## config.mk

```make
export PLATFORM = sky130hd
export DESIGN_NAME = maghead_front
export DESIGN_NICKNAME = d
export VERILOG_FILES = /design/src/hw/rtl/maghead_pkg.sv /design/src/hw/rtl/maghead_front.sv
export SDC_FILE = /design/constraint.sdc
export NUM_CORES = 2
export LEC_CHECK = 0
export BUFFER_PORTS_ARGS = -buffer_cell sky130_fd_sc_hd__buf_2
export CORE_AREA = 2 2 239 241
export CTS_BUF_LIST = sky130_fd_sc_hd__clkbuf_16
export CTS_CLUSTER_DIAMETER = 40
export DETAILED_ROUTE_END_ITERATION = 7
export DIE_AREA = 0 0 241 243
export HOLD_SLACK_MARGIN = 0.12
export PLACE_DENSITY = 0.8
export SYNTH_ARGS = -nofsm -noshare
export SYNTH_HDL_FRONTEND = slang
export SYNTH_SLANG_ARGS = --single-unit
```

## constraint.sdc

```tcl
create_clock -name clk -period 14.8 [get_ports clk]
set_input_delay 2.96 -clock clk [delete_from_list [all_inputs] [get_ports clk]]
set_output_delay 2.96 -clock clk [all_outputs]
set_load 0.05 [all_outputs]
```

## src/hw/rtl/maghead_pkg.sv

```systemverilog
// Shared constants, types and the CORDIC angle table for the heading block.
`timescale 1ns / 1ps
package maghead_pkg;

  localparam int ANGLE_FRAC_BITS = 6;
  localparam int ACC_FRAC        = 16;
  localparam int CORDIC_STEPS    = 23;
  localparam int PRESHIFT        = 20;
  localparam int AXIS_W          = 16;
  localparam int SCALE_W         = 12;
  localparam int SCALED_W        = 28;
  localparam int HEAD_W          = 15;
  localparam int XY_W            = 40;
  localparam int ACC_W           = 26;

  localparam logic [SCALE_W-1:0] SCALE_RESET = SCALE_W'(236);

  localparam logic signed [ACC_W-1:0] HALF_TURN_ACC = ACC_W'(180 * (2 ** ACC_FRAC));
  localparam logic signed [ACC_W:0]   FULL_TURN_ACC = (ACC_W + 1)'(360 * (2 ** ACC_FRAC));
  localparam logic signed [ACC_W:0]   ROUND_HALF    =
    (ACC_W + 1)'(2 ** (ACC_FRAC - 1 - ANGLE_FRAC_BITS));
  localparam int                      ROUND_SHIFT   = ACC_FRAC - ANGLE_FRAC_BITS;
  localparam logic signed [ACC_W:0]   FULL_TURN_OUT =
    (ACC_W + 1)'(360 * (2 ** ANGLE_FRAC_BITS));

  localparam logic signed [ACC_W-1:0] ATAN_TAB [CORDIC_STEPS] = '{
    ACC_W'(2949120), ACC_W'(1740967), ACC_W'(919879), ACC_W'(466945),
    ACC_W'(234379),  ACC_W'(117304),  ACC_W'(58666),  ACC_W'(29335),
    ACC_W'(14668),   ACC_W'(7334),    ACC_W'(3667),   ACC_W'(1833),
    ACC_W'(917),     ACC_W'(458),     ACC_W'(229),    ACC_W'(115),
    ACC_W'(57),      ACC_W'(29),      ACC_W'(14),     ACC_W'(7),
    ACC_W'(4),       ACC_W'(2),       ACC_W'(1)
  };

  typedef struct packed {
    logic signed [AXIS_W-1:0]   raw_x;
    logic signed [AXIS_W-1:0]   raw_y;
    logic signed [AXIS_W-1:0]   raw_z;
    logic signed [SCALED_W-1:0] scaled_x;
    logic signed [SCALED_W-1:0] scaled_y;
    logic signed [SCALED_W-1:0] scaled_z;
    logic                       zero;
  } side_t;

  typedef struct packed {
    logic signed [XY_W-1:0]  x;
    logic signed [XY_W-1:0]  y;
    logic signed [ACC_W-1:0] acc;
  } cordic_t;

endpackage

```

## src/hw/rtl/maghead_front.sv

```systemverilog
// Input stage: unpack the burst, scale the axes and seed the CORDIC vector.
`timescale 1ns / 1ps
module maghead_front (
  input  logic                           clk,
  input  logic                           rst_n,
  input  logic                           in_valid,
  output logic                           in_ready,
  input  logic [7:0]                     x_high,
  input  logic [7:0]                     x_low,
  input  logic [7:0]                     z_high,
  input  logic [7:0]                     z_low,
  input  logic [7:0]                     y_high,
  input  logic [7:0]                     y_low,
  input  logic [maghead_pkg::SCALE_W-1:0] scale,
  output logic                           out_valid,
  input  logic                           out_ready,
  output maghead_pkg::side_t             out_side,
  output maghead_pkg::cordic_t           out_cordic
);
  import maghead_pkg::*;

  logic                        valid_r;
  side_t                       side_r;
  side_t                       side_nxt;
  cordic_t                     cordic_r;
  cordic_t                     cordic_nxt;
  logic signed [AXIS_W-1:0]    rx;
  logic signed [AXIS_W-1:0]    ry;
  logic signed [AXIS_W-1:0]    rz;
  logic signed [SCALE_W:0]     scale_s;
  logic signed [AXIS_W+SCALE_W:0] px;
  logic signed [AXIS_W+SCALE_W:0] py;
  logic signed [AXIS_W+SCALE_W:0] pz;
  logic signed [AXIS_W:0]      x17;
  logic signed [AXIS_W:0]      y17;

  assign in_ready = !valid_r || out_ready;

  always_comb begin
    rx      = $signed({x_high, x_low});
    ry      = $signed({y_high, y_low});
    rz      = $signed({z_high, z_low});
    scale_s = $signed({1'b0, scale});
    px      = rx * scale_s;
    py      = ry * scale_s;
    pz      = rz * scale_s;
    side_nxt.raw_x    = rx;
    side_nxt.raw_y    = ry;
    side_nxt.raw_z    = rz;
    side_nxt.scaled_x = px[SCALED_W-1:0];
    side_nxt.scaled_y = py[SCALED_W-1:0];
    side_nxt.scaled_z = pz[SCALED_W-1:0];
    side_nxt.zero     = (rx == '0) && (ry == '0);
    if (rx[AXIS_W-1]) begin
      x17            = -$signed({rx[AXIS_W-1], rx});
      y17            = -$signed({ry[AXIS_W-1], ry});
      cordic_nxt.acc = HALF_TURN_ACC;
    end else begin
      x17            = $signed({rx[AXIS_W-1], rx});
      y17            = $signed({ry[AXIS_W-1], ry});
      cordic_nxt.acc = '0;
    end
    cordic_nxt.x = {{(XY_W - AXIS_W - 1 - PRESHIFT){x17[AXIS_W]}}, x17, {PRESHIFT{1'b0}}};
    cordic_nxt.y = {{(XY_W - AXIS_W - 1 - PRESHIFT){y17[AXIS_W]}}, y17, {PRESHIFT{1'b0}}};
  end

  always_ff @(posedge clk) begin
    if (!rst_n) begin
      valid_r <= 1'b0;
    end else if (in_ready) begin
      valid_r <= in_valid;
    end
  end

  always_ff @(posedge clk) begin
    if (in_ready && in_valid) begin
      side_r   <= side_nxt;
      cordic_r <= cordic_nxt;
    end
  end

  assign out_valid  = valid_r;
  assign out_side   = side_r;
  assign out_cordic = cordic_r;

endmodule

```

==> results.sh <==
export IMPL_nets=3810
export IMPL_synthArstFlopShare_pct=0
export IMPL_cts_resized=0
export IMPL_syn_avg_cell_area_sq_um=9.61
export IMPL_die_area_sq_um=58600
export IMPL_finalCriticalPeriod_ns=8.58
export IMPL_maxSlewHeadroom_pct=28.2
export IMPL_clock_sinks=166
export IMPL_hold_path_class="register to register"
export IMPL_drc_errors=0
export IMPL_worstMarginPinSlew_ns=1.08
export IMPL_post_cts_setup_buffer_count=0
export IMPL_status="completed"
export IMPL_die_y_microns=243
export IMPL_crit_slowest_cell="buf_2"
export IMPL_cp_common_cell="fa_1"
export IMPL_nFillCells=4973
export IMPL_cp_max_fo=48
export IMPL_crit_chain="buf_2 > nand2_1 > fa_1 > fa_1 > fa_1 > inv_1 > fa_1 > inv_1 > fa_1 > inv_1 > ha_1 > nand4_1 > nor4_1 > o41ai_1 > nand3b_1 > and3_1 > o22a_1 > mux2i_1 > nand4_1"
export IMPL_cts_root_buf="clkbuf_16"
export IMPL_setup_viol=0
export IMPL_yosysUniqueCellTypes=63
export IMPL_cts_tree="built"
export IMPL_via_per_inst=5.08
export IMPL_yosys_warnings=0
export IMPL_synth_edf_count=165
export IMPL_clk_pin_slew_ns=0.08
export IMPL_syn_area_sq_um=27700
export IMPL_clock_latency_ns=0.51
export IMPL_core_area_sq_um=56000
export IMPL_numCtsBuffers=17
export IMPL_grt_max_degree=73
export IMPL_dp_hpwl_mm=47.3
export IMPL_portBuffers=242
export IMPL_fin_skew_ns=0.0130
export IMPL_rsz0062_at_grt="false"
export IMPL_layout_common_cells="inv_1, fa_1, nand2_1"
export IMPL_synthFlopType="edfxtp_1"
export IMPL_path_class="primary input to register"
export IMPL_fin_tns_setup_ns=0
export IMPL_max_stage_delay_ns=0.79
export IMPL_die_w_microns=241
export IMPL_antenna_left=0
export IMPL_track_usage_pct=22.8
export IMPL_maxCapViolations=0
export IMPL_mostFrequentLayoutCell="inv_1"
export IMPL_routed_wl_mm=62.8
export IMPL_crit_family="adder cells"
export IMPL_critPathCaptureType="register"
export IMPL_ys_ff_latch=166
export IMPL_core_rowCount=87
export IMPL_vias=19300
export IMPL_syn2layout_area_growth_pct=7.41
export IMPL_hold_buffers=0
export IMPL_place_congestion=0.870
export IMPL_post_route_period_util_pct=58.0
export IMPL_ys_seq_area_share_pct=17.9
export IMPL_hold_viol_final=0
export IMPL_final_max_slew_violation_count=0
export IMPL_synthCells=2886
export IMPL_drtIter0Drc=1116
export IMPL_cp_arrival_ns=8.83
export IMPL_num_io_pins=305
export IMPL_grt_pass1_vias=20400
export IMPL_grt_ovfl_total=0
export IMPL_startpoint_type="primary input"
export IMPL_cp_required_ns=15.05
export IMPL_cts_buffer_depth=2
export IMPL_drive_gt1_share_pct=9.77
export IMPL_cts_htree_levels=4
export IMPL_initial_core_util_pct=49.6
export IMPL_firstDrtPassIters=5
export IMPL_cp_buffers_inverters=4
export IMPL_wl_per_cell_microns=16.5
export IMPL_grt_pass1_wl_mm=104
export IMPL_antenna_found_initial=5
export IMPL_timing_fmax_ghz=0.117
-- synthesized netlist by cell type (3+ instances only) --
| cell | count | area share (%) |
|---|---|---|
| or4_1 | 4 | 0.11 |
| xor2_1 | 27 | 0.85 |
| o21a_1 | 15 | 0.41 |
| nand4_1 | 6 | 0.14 |
| xnor2_1 | 79 | 2.5 |
| o41ai_1 | 5 | 0.16 |
| nand3b_1 | 3 | 0.081 |
| o31ai_1 | 11 | 0.30 |
| nor2_1 | 44 | 0.60 |
| o21ai_1 | 5 | 0.090 |
| and3_1 | 9 | 0.20 |
| nor2b_1 | 5 | 0.11 |
| buf_4 | 74 | 2.0 |
| nor4_1 | 3 | 0.068 |
| nand2_1 | 320 | 4.3 |
| a21o_1 | 18 | 0.49 |
| nand3_1 | 21 | 0.38 |
| o21ai_0 | 36 | 0.65 |
| nand2b_1 | 10 | 0.23 |
| a211oi_2 | 3 | 0.14 |
| o211ai_1 | 5 | 0.14 |
| a21oi_1 | 48 | 0.87 |
| a31oi_1 | 7 | 0.16 |
| fa_1 | 525 | 38 |
| a211oi_1 | 9 | 0.24 |
| inv_1 | 762 | 10 |
| and2_1 | 299 | 6.7 |
| a21boi_0 | 4 | 0.11 |
| nor3_1 | 12 | 0.22 |
| edfxtp_1 | 165 | 18 |
| ha_1 | 194 | 8.8 |
| or3_1 | 3 | 0.068 |
| clkbuf_1 | 115 | 1.6 |
| a211o_1 | 4 | 0.13 |
-- tightest hold or removal path, delay by kind of cell (launching register included) --
kind / cells / cell delay [ns]
flops: 1 / 0.31
simple gates: 1 / 0.09
compound gates: 1 / 0.08
-- layer usage --
metal	vias to the layer above	track usage, %	share of wire (%)
li1	8706	-	-
met1	9753	28.9	40
met4	8	7.57	2.6
met3	98	4.54	7.1
met2	705	38.8	50
met5	-	0	0.073
-- flip-flops by register name, summed over array words and instances, names as in the netlist --
name	cells
out_cordic	33
out_side	132
out_valid	1
-- logic make-up after synthesis --
group,synth area share (%)
buffers and inverters,13.9
AND/OR/NAND/NOR,13.4
adder cells (fa/ha/maj),46.6
AO/OA/AOI/OAI,4.70
flip-flops,17.9
XOR/XNOR,3.35
multiplexers,0.0767
other,0.0135
-- worst paths after layout --
kind                            slack, ns  cells after the start                endpoint                    from
worst min register to register       0.53                      2  out_valid$_SDFFE_PN0N_  out_valid$_SDFFE_PN0N_
worst min-delay path                 0.53                      2  out_valid$_SDFFE_PN0N_  out_valid$_SDFFE_PN0N_
worst max-delay path                 6.22                     19  out_side[84]$_DFFE_PP_                scale[4]
worst max register to register      12.66                      3   out_side[9]$_DFFE_PP_  out_valid$_SDFFE_PN0N_
-- final cells by class --
cell class | instances | area, sq um | share of cell area [%]
Multi-Input combinational cell | 1828 | 19100 | 64.2
Inverter | 762 | 2860 | 9.60
Clock buffer | 17 | 425 | 1.43
Tap cell | 756 | 946 | 3.17
Sequential cell | 166 | 4970 | 16.7
Clock inverter | 15 | 159 | 0.533
Antenna cell | 1 | 2.50 | 0.00840
Timing Repair Buffer | 252 | 1290 | 4.32
-- metrics by stage --
stage / util [%] / worst slack [ns] / std cells / area, sq um / hold WS [ns]
after CTS: 53.2 / 6.31 / 3796 / 29800 / 0.534
after detailed placement: 52.2 / 5.76 / 3764 / 29200 / 0.522
after global routing: 53.2 / 5.97 / 3796 / 29800 / 0.587
final: 53.2 / 6.22 / 3797 / 29800 / 0.530
after floorplan: - / 6.70 / 2948 / 28000 / 1.15
after global placement: 52.2 / 5.87 / 3764 / 29200 / 0.514
Power is left out: the tool's default activity adds up to more than one toggle a clock period on the data nets, which glitch-free logic cannot reach.
