$ cat config.mk
export PLATFORM = sky130hd
export DESIGN_NAME = maghead_finish
export DESIGN_NICKNAME = d
export VERILOG_FILES = /design/src/hw/rtl/maghead_pkg.sv /design/src/hw/rtl/maghead_finish.sv
export SDC_FILE = /design/constraint.sdc
export NUM_CORES = 1
export LEC_CHECK = 0
export BUFFER_PORTS_ARGS = -buffer_cell sky130_fd_sc_hd__buf_2
export CAP_MARGIN = 0
export CORE_AREA = 2 2 151 153
export CTS_CLUSTER_SIZE = 25
export DETAILED_ROUTE_END_ITERATION = 16
export DIE_AREA = 0 0 153 155
export PLACE_DENSITY = 0.6
export REMOVE_ABC_BUFFERS = 1
export SYNTH_ARGS = -nofsm -noshare
export SYNTH_HDL_FRONTEND = slang
export SYNTH_SLANG_ARGS = --single-unit
$ cat constraint.sdc
create_clock -name clk -period 11.05 [get_ports clk]
set_input_delay 2.21 -clock clk [delete_from_list [all_inputs] [get_ports clk]]
set_output_delay 2.21 -clock clk [all_outputs]
set_load 0.05 [all_outputs]
$ cat src/hw/rtl/maghead_pkg.sv
// Shared constants, types and the CORDIC angle table for the heading block.
`timescale 1ns / 1ps
package maghead_pkg;

  localparam int ANGLE_FRAC_BITS = 6;
  localparam int ACC_FRAC        = 16;
  localparam int CORDIC_STEPS    = 23;
  localparam int PRESHIFT        = 20;
  localparam int AXIS_W          = 16;
  localparam int SCALE_W         = 12;
  localparam int SCALED_W        = 28;
  localparam int HEAD_W          = 15;
  localparam int XY_W            = 40;
  localparam int ACC_W           = 26;

  localparam logic [SCALE_W-1:0] SCALE_RESET = SCALE_W'(236);

  localparam logic signed [ACC_W-1:0] HALF_TURN_ACC = ACC_W'(180 * (2 ** ACC_FRAC));
  localparam logic signed [ACC_W:0]   FULL_TURN_ACC = (ACC_W + 1)'(360 * (2 ** ACC_FRAC));
  localparam logic signed [ACC_W:0]   ROUND_HALF    =
    (ACC_W + 1)'(2 ** (ACC_FRAC - 1 - ANGLE_FRAC_BITS));
  localparam int                      ROUND_SHIFT   = ACC_FRAC - ANGLE_FRAC_BITS;
  localparam logic signed [ACC_W:0]   FULL_TURN_OUT =
    (ACC_W + 1)'(360 * (2 ** ANGLE_FRAC_BITS));

  localparam logic signed [ACC_W-1:0] ATAN_TAB [CORDIC_STEPS] = '{
    ACC_W'(2949120), ACC_W'(1740967), ACC_W'(919879), ACC_W'(466945),
    ACC_W'(234379),  ACC_W'(117304),  ACC_W'(58666),  ACC_W'(29335),
    ACC_W'(14668),   ACC_W'(7334),    ACC_W'(3667),   ACC_W'(1833),
    ACC_W'(917),     ACC_W'(458),     ACC_W'(229),    ACC_W'(115),
    ACC_W'(57),      ACC_W'(29),      ACC_W'(14),     ACC_W'(7),
    ACC_W'(4),       ACC_W'(2),       ACC_W'(1)
  };

  typedef struct packed {
    logic signed [AXIS_W-1:0]   raw_x;
    logic signed [AXIS_W-1:0]   raw_y;
    logic signed [AXIS_W-1:0]   raw_z;
    logic signed [SCALED_W-1:0] scaled_x;
    logic signed [SCALED_W-1:0] scaled_y;
    logic signed [SCALED_W-1:0] scaled_z;
    logic                       zero;
  } side_t;

  typedef struct packed {
    logic signed [XY_W-1:0]  x;
    logic signed [XY_W-1:0]  y;
    logic signed [ACC_W-1:0] acc;
  } cordic_t;

endpackage

$ cat src/hw/rtl/maghead_finish.sv
// Output stage: wrap/round the angle (0 if X,Y=0), hold the result.
`timescale 1ns / 1ps
module maghead_finish (
  input  logic                          clk,
  input  logic                          rst_n,
  input  logic                          in_valid,
  output logic                          in_ready,
  input  maghead_pkg::side_t            in_side,
  input  maghead_pkg::cordic_t          in_cordic,
  output logic                          out_valid,
  input  logic                          out_ready,
  output maghead_pkg::side_t            out_side,
  output logic [maghead_pkg::HEAD_W-1:0] out_heading
);
  import maghead_pkg::*;

  logic                  valid_r;
  side_t                 side_r;
  logic [HEAD_W-1:0]     heading_r;
  logic [HEAD_W-1:0]     heading_nxt;
  logic signed [ACC_W:0] acc_w;
  logic signed [ACC_W:0] rnd;
  logic signed [ACC_W:0] wrapped;

  assign in_ready = !valid_r || out_ready;

  always_comb begin
    acc_w = {in_cordic.acc[ACC_W-1], in_cordic.acc};
    if (acc_w[ACC_W]) begin
      acc_w = acc_w + FULL_TURN_ACC;
    end
    rnd = (acc_w + ROUND_HALF) >>> ROUND_SHIFT;
    if (rnd >= FULL_TURN_OUT) begin
      wrapped = rnd - FULL_TURN_OUT;
    end else begin
      wrapped = rnd;
    end
    heading_nxt = in_side.zero ? '0 : wrapped[HEAD_W-1:0];
  end

  always_ff @(posedge clk) begin
    if (!rst_n) begin
      valid_r <= 1'b0;
    end else if (in_ready) begin
      valid_r <= in_valid;
    end
  end

  always_ff @(posedge clk) begin
    if (in_ready && in_valid) begin
      side_r    <= in_side;
      heading_r <= heading_nxt;
    end
  end

  assign out_valid   = valid_r;
  assign out_side    = side_r;
  assign out_heading = heading_r;

endmodule
==> impl_metrics.py, run 1 <==
metrics = {
    "status": {
        "outcome": "finished, final reports clean",
    },
    "sta": {
        "max_slew_margin": 0.281,
        "achievable-frequency_ghz": 0.204,
        "tightest_slew_ns": 1.08,
        "finalHoldViolCount": 0,
        "skew_ns": 0.00660,
        "rsz0062_at_grt": "false",
        "setup_tns_ns": 0,
        "fin_crit_ns": 4.91,
        "finalSetupViolCount": 0,
        "finalMaxSlewViolations": 0,
        "fin_crit_sh": 0.444,
    },
    "synthesis": {
        "seq_area_frac_synth": 0.779,
        "synthArstFlopShare": 0,
        "synth_cell_types": 65,
        "synth_cells": 319,
        "syn-cell-area_um2": 5730,
        "synth_top_area_share": 0.776,
        "yosys.area_share.simple": 0.0948,
        "ys_ff_latch": 149,
        "synth_xor_area_frac": 0.0304,
        "synth.avg_cell_area_um2": 18.0,
        "synth_ff_type": "edfxtp_1",
        "synthMuxAreaShare": 0.00262,
        "synth_compound_area_frac": 0.0703,
        "yosysWarnings": 0,
        "synth.area.top_cells": "edfxtp_1 78%, xor2_1 1.5%, nor2_1 1.3%, xnor2_1 1.2%, and2_1 0.66%",
        "synth_largest_area_cell": "edfxtp_1",
        "synth_top_family_by_area": "simple AND/OR/NAND/NOR gates",
        "synth-edff-count": 148,
        "synth_fa_ha_area_frac": 0.00655,
    },
    "detailed_routing": {
        "drt_wl_total_mm": 15.7,
        "vias": 3942,
        "viasPerCell": 4.23,
        "first_pass_iters": 4,
        "first_iter_violations": 244,
        "ant_nets": 0,
        "wl_per_cell_um": 16.9,
        "post-route-drc-count": 0,
    },
    "global_route": {
        "met1_usage": 0.154,
        "grt_pass1_wl_mm": 22.5,
        "busiest_layer": "met2",
        "antenna_found_initial": 1,
        "grt_usage": 0.126,
        "grt_use_met2": 0.215,
        "grt_pass1_vias": 3712,
        "grt_start_max_net_pins": 80,
        "met3_usage": 0.0387,
        "gr-total-overflow": 0,
    },
    "critical_path": {
        "worstPathRequired_ns": 8.84,
        "cp-end-kind": "primary output",
        "crit_top_cell": "buf_2",
        "worst-path-stages": 3,
        "ff2ff_setup_slack_ns": 8.42,
        "crit_type": "in -> out",
        "cp_slowest_cell": "buf_2",
        "cp_cell_sequence": "buf_2, nand2b_1, buf_2",
        "slowest_delay_ns": 0.28,
        "path_max_fanout": 3,
        "r2r_cells": 3,
        "cp_top_family": "buffers and inverters",
        "cp_num_buf_inv": 2,
        "critPathArrivalTime_ns": 2.70,
        "worst_setup_path_start_kind": "input port",
    },
    "finish": {
        "finalInstanceArea_um2": 8160,
        "n_fill_cell": 2177,
        "register_area_um2": 4460,
        "finalNetCount": 877,
        "area_growth_pct": 42.4,
        "final_layout_size_suffix_gt1_frac": 0.557,
        "multi_input_area_um2": 1170,
    },
    "clock_tree": {
        "clk_latency_ns": 0.41,
        "htreeDepth": 4,
        "clk_pin_slew_ns": 0.07,
        "cts_made_buffers": 17,
        "cts_tree": "built",
        "ctsResizeCount": 0,
        "postCtsSetupBuffers": 0,
        "cts_hold_buf": 0,
        "root_buffer": "clkbuf_16",
        "clockBufferDepth": 2,
        "cts.sinks": 149,
    },
    "placement": {
        "gp_congestion": 0.772,
        "placed_area_um2": 7540,
        "hpwl_mm": 11.9,
        "portBuffers": 303,
    },
    "floorplan": {
        "core_um2": 22200,
        "initial_core_util": 0.258,
        "num_rows": 55,
        "die_area_um2": 23700,
        "ios": 393,
        "die_h_um": 155,
        "die_w_um": 153,
    },
    "power": {
        "p_leak_nw": 3.35,
        "ir_drop_mv": 0.0957,
        "power.density_nw_per_um2": 186,
    },
    "min_path": {
        "min_path_cells": 2,
        "hp-class": "reg -> reg",
    },
    "job": {
        "cap_violations": 0,
    },
}
==> kinds of logic after synthesis <==
kind of cell    count (synthesis)
mux                             1
buf+inv                        16
flops                         149
simple gates                   85
xor+xnor                       19
compound gates                 46
fa+ha+maj                       3
==> state kept, by name (all words and copies together), names as in the netlist <==
signal / cells
out_side: 133
out_heading: 15
out_valid: 1
==> where the power goes <==
group	switching (mW)	total [mW]	internal [mW]
sequential	0.00809	0.672	0.664
clock	0.256	0.601	0.345
combinational	0.185	0.245	0.0596
==> through the flow <==
step                hold WS (ns)  setup slack (ns)  power [mW]   util  instances
floorplan                   1.15              4.39       0.854      -        308
global placement           0.549              5.99       0.928  0.339        897
detailed placement         0.572              5.93       0.931  0.339        897
CTS                        0.598              6.14        1.54  0.367        929
global route               0.627              6.12        1.57  0.367        929
finish                     0.603              6.14        1.52  0.367        931
==> layer usage <==
metal | vias to the layer above | wire [µm] | share of wire
met5 | - | 0 | 0
met4 | 0 | 201 | 0.013
met3 | 13 | 1030 | 0.066
met2 | 167 | 8030 | 0.51
met1 | 1871 | 6450 | 0.41
li1 | 1891 | - | -
==> cell usage after synthesis (all sizes together), types with 2 or more instances <==
| master | count |
|---|---|
| a211o | 2 |
| a211oi | 5 |
| a21oi | 5 |
| and2 | 6 |
| and3 | 2 |
| and4 | 2 |
| buf | 11 |
| edfxtp | 148 |
| ha | 3 |
| inv | 5 |
| nand2 | 7 |
| nand2b | 4 |
| nand3 | 9 |
| nand3b | 2 |
| nand4 | 5 |
| nand4b | 2 |
| nor2 | 20 |
| nor2b | 3 |
| nor3 | 7 |
| nor4 | 3 |
| nor4b | 2 |
| o2111ai | 5 |
| o211a | 2 |
| o211ai | 2 |
| o21a | 3 |
| o21ai | 8 |
| o31ai | 2 |
| or2 | 2 |
| or3 | 5 |
| xnor2 | 8 |
| xor2 | 11 |
==> cell usage in the layout (no fill, tap or decap), types with 2 or more instances in the layout <==
cell type / synthesis / routed
buf_2: 4 / 303
edfxtp_1: 148 / 148
nor2_1: 20 / 20
clkbuf_16: 0 / 17
xor2_1: 10 / 10
xnor2_1: 8 / 8
nand2_1: 7 / 7
nand3_1: 6 / 6
inv_1: 5 / 5
and2_1: 6 / 5
o21ai_0: 5 / 5
a21oi_1: 5 / 5
inv_6: 0 / 5
nand2b_1: 4 / 4
nand4_1: 4 / 4
or3_1: 4 / 4
o2111ai_1: 4 / 4
nor3_1: 4 / 4
a211oi_1: 4 / 4
inv_8: 0 / 4
nand3_2: 3 / 3
nor3_2: 3 / 3
o21a_1: 3 / 3
nor2b_1: 3 / 3
nor4_1: 3 / 3
ha_1: 3 / 3
diode_2: 0 / 2
nand4b_1: 2 / 2
o211a_1: 2 / 2
and3_1: 2 / 2
o31ai_1: 2 / 2
o21ai_1: 2 / 2
a211o_1: 2 / 2
o211ai_1: 2 / 2
bufinv_16: 0 / 2
==> final cells by class <==
type,instances,share of cell area
flip-flops and latches,149,0.547
repair buffers,304,0.187
multi-input cells,154,0.144
clock buffers,17,0.0522
well taps,285,0.0437
clock inverters,15,0.0229
inverters,5,0.00230
diodes,2,0.000614
==> worst paths after layout <==
| path | start | to |
|---|---|---|
| max | out_ready | in_ready |
| min | out_valid | out_valid |
| max reg2reg | out_valid | out_heading[12] |
| min reg2reg | out_valid | out_valid |
==> worst min-delay path: stages (launching register included) <==
cell and delay [ns]:
dfxtp_1 0.33, nand2b_1 0.11, a21boi_0 0.11
No activity file was read; power rests on OpenSTA's default activity.
==> run 2: changes to the inputs <==
ABC_AREA = 1   (was default)
CORE_AREA = 2 2 155 157   (was 2 2 151 153)
DIE_AREA = 0 0 157 159   (was 0 0 153 155)
PLACE_DENSITY = 0.56   (was 0.6)
clock period = 5.1 ns   (was 11.05 ns; I/O delays follow)
==> impl_metrics.py, run 2 <==
metrics = {
    "detailed_routing": {
        "viasPerCell": 3.86,
        "wl_per_cell_um": 15.3,
        "drt_wl_total_mm": 15.4,
        "wl_met3_mm": 1.15,
        "post-route-drc-count": 0,
        "first_iter_violations": 185,
        "wl_met1_mm": 6.09,
        "first_pass_iters": 4,
        "ant_nets": 0,
        "highest_layer": "met4",
        "wl_met2_mm": 7.97,
        "vias": 3893,
    },
    "synthesis": {
        "synth-edff-count": 148,
        "synth_xor_area_frac": 0.00954,
        "synth_ff_type": "edfxtp_1",
        "seq_area_frac_synth": 0.810,
        "synth.area.top_cells": "edfxtp_1 81%, nand2_1 4.4%, nor2_1 1.8%, nand3_1 1.8%, inv_1 1.8%",
        "synth_most_common_cell": "edfxtp_1",
        "synth_top_family_by_area": "simple AND/OR/NAND/NOR gates",
        "yosysWarnings": 0,
        "synth_cell_types": 29,
        "synthArstFlopShare": 0,
        "synth_top_area_share": 0.807,
        "synth.avg_cell_area_um2": 15.6,
        "ys_ff_latch": 149,
        "synth_compound_area_frac": 0.0234,
        "yosys.area_share.simple": 0.126,
        "synth_common_cells": "148 x edfxtp_1, 64 x nand2_1, 27 x nor2_1, 26 x inv_1, 20 x nand3_1",
        "synth_largest_area_cell": "edfxtp_1",
        "synthMuxAreaShare": 0,
        "syn-cell-area_um2": 5510,
        "synth_cells": 353,
        "synth_fa_ha_area_frac": 0.00681,
    },
    "clock_tree": {
        "clockBufferDepth": 2,
        "cts_hold_buf": 0,
        "cts_made_buffers": 17,
        "clk_pin_slew_ns": 0.07,
        "postCtsSetupBuffers": 0,
        "cts_tree": "built",
        "htreeDepth": 4,
        "cts.sinks": 149,
        "ctsResizeCount": 0,
        "root_buffer": "clkbuf_16",
        "clk_latency_ns": 0.41,
    },
    "finish": {
        "area_growth_pct": 45.4,
        "layout_commonest_cell": "buf_2",
        "n_fill_cell": 2322,
        "final_layout_size_suffix_gt1_frac": 0.544,
        "stdcell_count": 1008,
        "register_area_um2": 4460,
        "fin_util": 0.345,
        "multi_input_area_um2": 926,
        "finalNetCount": 921,
        "final_cell_mix": "303 x buf_2, 148 x edfxtp_1, 64 x nand2_1",
        "finalInstanceArea_um2": 8010,
        "largest_reg_flops": 133,
    },
    "status": {
        "outcome": "finished, final reports clean",
    },
    "sta": {
        "finalSetupViolCount": 0,
        "skew_ns": 0.00934,
        "hold_slack_ns": 0.578,
        "finalMaxSlewViolations": 0,
        "fin_crit_sh": 0.554,
        "achievable-frequency_ghz": 0.354,
        "max_slew_margin": 0.326,
        "rsz0062_at_grt": "false",
        "tightest_slew_ns": 1.01,
        "fin_crit_ns": 2.82,
        "finalHoldViolCount": 0,
        "setup_ws_ns": 2.28,
        "setup_tns_ns": 0,
    },
    "global_route": {
        "grt_pass1_vias": 3847,
        "grt_usage": 0.121,
        "grt_pass1_wl_mm": 22.3,
        "antenna_found_initial": 1,
        "gr-total-overflow": 0,
        "grt_start_max_net_pins": 81,
    },
    "placement": {
        "placed_area_um2": 7440,
        "gp_congestion": 0.808,
        "portBuffers": 303,
        "hpwl_mm": 12.0,
        "dp_cells": 975,
        "post-place-ws_ns": 1.85,
    },
    "min_path": {
        "min_path_cells": 2,
        "hold_end": "out_valid",
        "min_from": "out_valid",
        "hp-class": "reg -> reg",
    },
    "critical_path": {
        "cp-end-kind": "register",
        "slowest_delay_ns": 0.25,
        "crit_type": "in -> reg",
        "path_max_fanout": 11,
        "worstReg2RegEnd": "out_side[61]",
        "cp_slowest_cell": "ha_1",
        "worst_setup_path_start_kind": "input port",
        "critPathArrivalTime_ns": 2.99,
        "r2r_cells": 2,
        "worstPathRequired_ns": 5.27,
        "cp_cell_sequence": "buf_2, inv_1, nand2_1, nand2_2, nand2_2, o21ai_0, nand2_1, ha_1, inv_1, nand3_1, nor2_4, nor2_1, nand2_1, nand2_2, nand2_4, nand2_4, nor2_1, nor2_2",
        "ff2ff_setup_slack_ns": 3.37,
        "r2r-start": "out_valid",
    },
    "floorplan": {
        "core_um2": 23200,
        "ios": 393,
        "die_area_um2": 25000,
        "num_rows": 56,
        "die_h_um": 159,
        "die_w_um": 157,
        "initial_core_util": 0.238,
    },
    "power": {
        "p_leak_nw": 3.47,
        "total_power_mw": 3.17,
        "power.density_nw_per_um2": 396,
        "ir_drop_mv": 0.164,
    },
    "job": {
        "cap_violations": 0,
    },
}
-- run 2: how the worst max path moves through the flow --
stage | from | endpoint | slack [ns] | cells past startpoint
floorplan | in_valid | out_heading[0] | -3.78 | 2
global route | in_cordic[25] | out_heading[10] | 2.05 | 18
CTS | in_cordic[25] | out_heading[10] | 2.28 | 18
global placement | in_cordic[25] | out_heading[10] | 1.88 | 18
detailed placement | in_cordic[25] | out_heading[10] | 1.85 | 18
finish | in_cordic[25] | out_heading[10] | 2.28 | 18
-- run 2: worst max-delay path: cells and delay by family --
| family | cells | cell delay, ns |
|---|---|---|
| and+or+nand+nor | 13 | 1.20 |
| buffers and inverters | 3 | 0.36 |
| adders and majority gates | 1 | 0.25 |
| AOI/OAI and AO/OA | 1 | 0.16 |
-- run 2: metal layers --
metal / track usage / up-vias
met3: 0.0408 / 12
met1: 0.134 / 1820
met2: 0.217 / 161
met4: 0.0359 / 0
met5: 0 / -
li1: - / 1900
-- run 2: final cells by class --
| type | instances | area share |
|---|---|---|
| clock inverter | 14 | 0.0178 |
| tap | 319 | 0.0498 |
| sequential | 149 | 0.557 |
| multi-input combinational | 171 | 0.116 |
| clock buffer | 18 | 0.0536 |
| antenna | 1 | 0.000312 |
| timing repair buffer | 305 | 0.191 |
| inverter | 31 | 0.0145 |
-- run 2: kinds of logic (layout without fill, tap and decap cells) --
logic type / Yosys count / count (layout)
buffers and inverters: 33 / 368
xor gates and xnor gates: 6 / 6
other: 0 / 1
AOI/OAI and AO/OA: 19 / 19
adders and majority gates: 3 / 3
DFF: 149 / 149
and+or+nand+nor: 143 / 143
-- run 2: power by group --
group          total [mW]  internal [mW]  switching [mW]  leakage, nW
Sequential           1.45           1.44          0.0180         1.44
Combinational       0.511          0.117           0.393         1.75
Clock                1.21          0.650           0.556        0.273
==> run 3: changes to the inputs <==
clock period = 2.6 ns   (was 5.1 ns; I/O delays follow)
==> impl_metrics.py, run 3 (synthesis gave the netlist of run 2 again) <==
metrics = {
    "status": {
        "outcome": "finished, final reports clean",
    },
    "finish": {
        "fin_util": 0.349,
        "final_cell_mix": "303 x buf_2, 148 x edfxtp_1, 64 x nand2_1",
        "finalNetCount": 929,
        "register_area_um2": 4460,
        "n_fill_cell": 2309,
        "finalInstanceArea_um2": 8090,
        "largest_reg_flops": 133,
        "area_growth_pct": 46.9,
        "multi_input_area_um2": 926,
        "layout_commonest_cell": "buf_2",
        "final_layout_size_suffix_gt1_frac": 0.549,
    },
    "clock_tree": {
        "ctsResizeCount": 0,
        "clk_latency_ns": 0.41,
        "clk_pin_slew_ns": 0.07,
        "cts_hold_buf": 0,
        "htreeDepth": 4,
        "cts_tree": "built",
        "clockBufferDepth": 2,
        "cts.sinks": 149,
        "root_buffer": "clkbuf_16",
        "postCtsSetupBuffers": 0,
        "cts_made_buffers": 17,
    },
    "global_route": {
        "grt_usage": 0.122,
        "grt_pass1_vias": 3958,
        "antenna_found_initial": 2,
        "gr-total-overflow": 0,
        "grt_start_max_net_pins": 60,
        "grt_pass1_wl_mm": 22.6,
    },
    "sta": {
        "max_slew_margin": 0.696,
        "skew_ns": 0.0138,
        "finalSetupViolCount": 0,
        "fin_crit_sh": 0.821,
        "tightest_slew_ns": 0.455,
        "finalMaxSlewViolations": 0,
        "fin_crit_ns": 2.14,
        "achievable-frequency_ghz": 0.468,
        "rsz0062_at_grt": "false",
        "finalHoldViolCount": 0,
    },
    "critical_path": {
        "cp_cell_sequence": "buf_2, ha_1, nand2_2, nand2_2, inv_1, o21ai_0, nand2_1, ha_1, inv_1, nand3_1, nor2_4, nor2_1, nand2_1, nand2_2, nand2_4, nand2_4, nor2_1, nor2_2",
        "cp_num_buf_inv": 3,
        "critPathArrivalTime_ns": 2.31,
        "worst_setup_path_start_kind": "input port",
        "cp_top_family": "simple AND/OR/NAND/NOR gates",
        "cp-end-kind": "register",
        "cp_slowest_cell": "ha_1",
        "r2r-start": "out_valid",
        "crit_top_cell": "nand2_2",
        "crit_start": "in_cordic[19]",
        "slowest_delay_ns": 0.28,
        "crit_type": "in -> reg",
        "worstPathRequired_ns": 2.77,
        "path_max_fanout": 7,
    },
    "detailed_routing": {
        "first_pass_iters": 4,
        "first_iter_violations": 247,
        "ant_nets": 0,
        "drt_wl_total_mm": 15.7,
        "vias": 3945,
        "viasPerCell": 3.88,
        "wl_per_cell_um": 15.4,
        "post-route-drc-count": 0,
    },
    "power": {
        "ir_drop_mv": 0.348,
        "combPwrFrac": 0.164,
        "switching_share": 0.304,
        "power.density_nw_per_um2": 769,
        "power.switching_mw": 1.89,
        "p_leak_nw": 3.52,
        "pwr-share-clk": 0.378,
        "intPower_mw": 4.33,
        "pwr-share-seq": 0.458,
    },
    "job": {
        "cap_violations": 0,
    },
    "placement": {
        "hpwl_mm": 12.2,
        "placed_area_um2": 7520,
        "portBuffers": 303,
        "gp_congestion": 0.774,
    },
    "floorplan": {
        "die_area_um2": 25000,
        "die_w_um": 157,
        "initial_core_util": 0.238,
        "core_um2": 23200,
        "num_rows": 56,
        "die_h_um": 159,
        "ios": 393,
    },
    "min_path": {
        "min_from": "in_side[4]",
        "hp-class": "in -> reg",
    },
}
==> run 3: changes by cell type in the layout (fill, tap and decap cells not counted), sizes merged <==
cell  previous run  this run
buf            305       313
==> run 3: path summary, 6_finish.rpt <==
check | endpoint | slack, ns | cells past startpoint
min reg2reg | out_valid | 0.55 | 2
max reg2reg | out_side[120] | 1.11 | 2
max | out_heading[10] | 0.46 | 18
min | out_side[4] | 0.28 | 1
==> run 3: cell type report <==
type                            count  area share
Antenna cell                        1    0.000309
Timing Repair Buffer              313       0.200
Tap cell                          319      0.0493
Clock inverter                     14      0.0173
Clock buffer                       18      0.0530
Sequential cell                   149       0.552
Multi-Input combinational cell    171       0.114
Inverter                           31      0.0144
==> run 3: per-stage QoR <==
stage	cells	setup TNS, ns	hold slack [ns]	setup WS, ns	power (mW)
floorplan	351	-860.03	0.619	-5.81	3.62
global placement	983	-0.000606	0.535	-0.000606	3.93
detailed placement	983	0	0.542	0.0148	3.94
CTS	1015	0	0.250	0.451	6.34
global route	1015	0	0.243	0.217	6.48
finish	1016	0	0.276	0.465	6.23
==> run 3: routing by layer <==
layer	track usage	up-vias	routed length [µm]
met2	0.224	184	8200
li1	-	1914	-
met5	0	-	13
met4	0.0338	2	167
met3	0.0463	14	1250
met1	0.129	1831	6030
==> run 3: power by group through the flow <==
stage,clock network [mW],logic [mW],registers [mW]
floorplan,0,0.183,3.44
global placement,0,1.03,2.90
detailed placement,0,1.04,2.90
CTS,2.44,1.04,2.85
global route,2.53,1.09,2.86
finish,2.35,1.02,2.85
==> run 3: worst register-to-register path, delay by kind of cell (launching register included) <==
kind,cells,cell delay [ns]
AO/OA/AOI/OAI,1,0.42
flip-flops,1,0.35
buffers and inverters,1,0.34
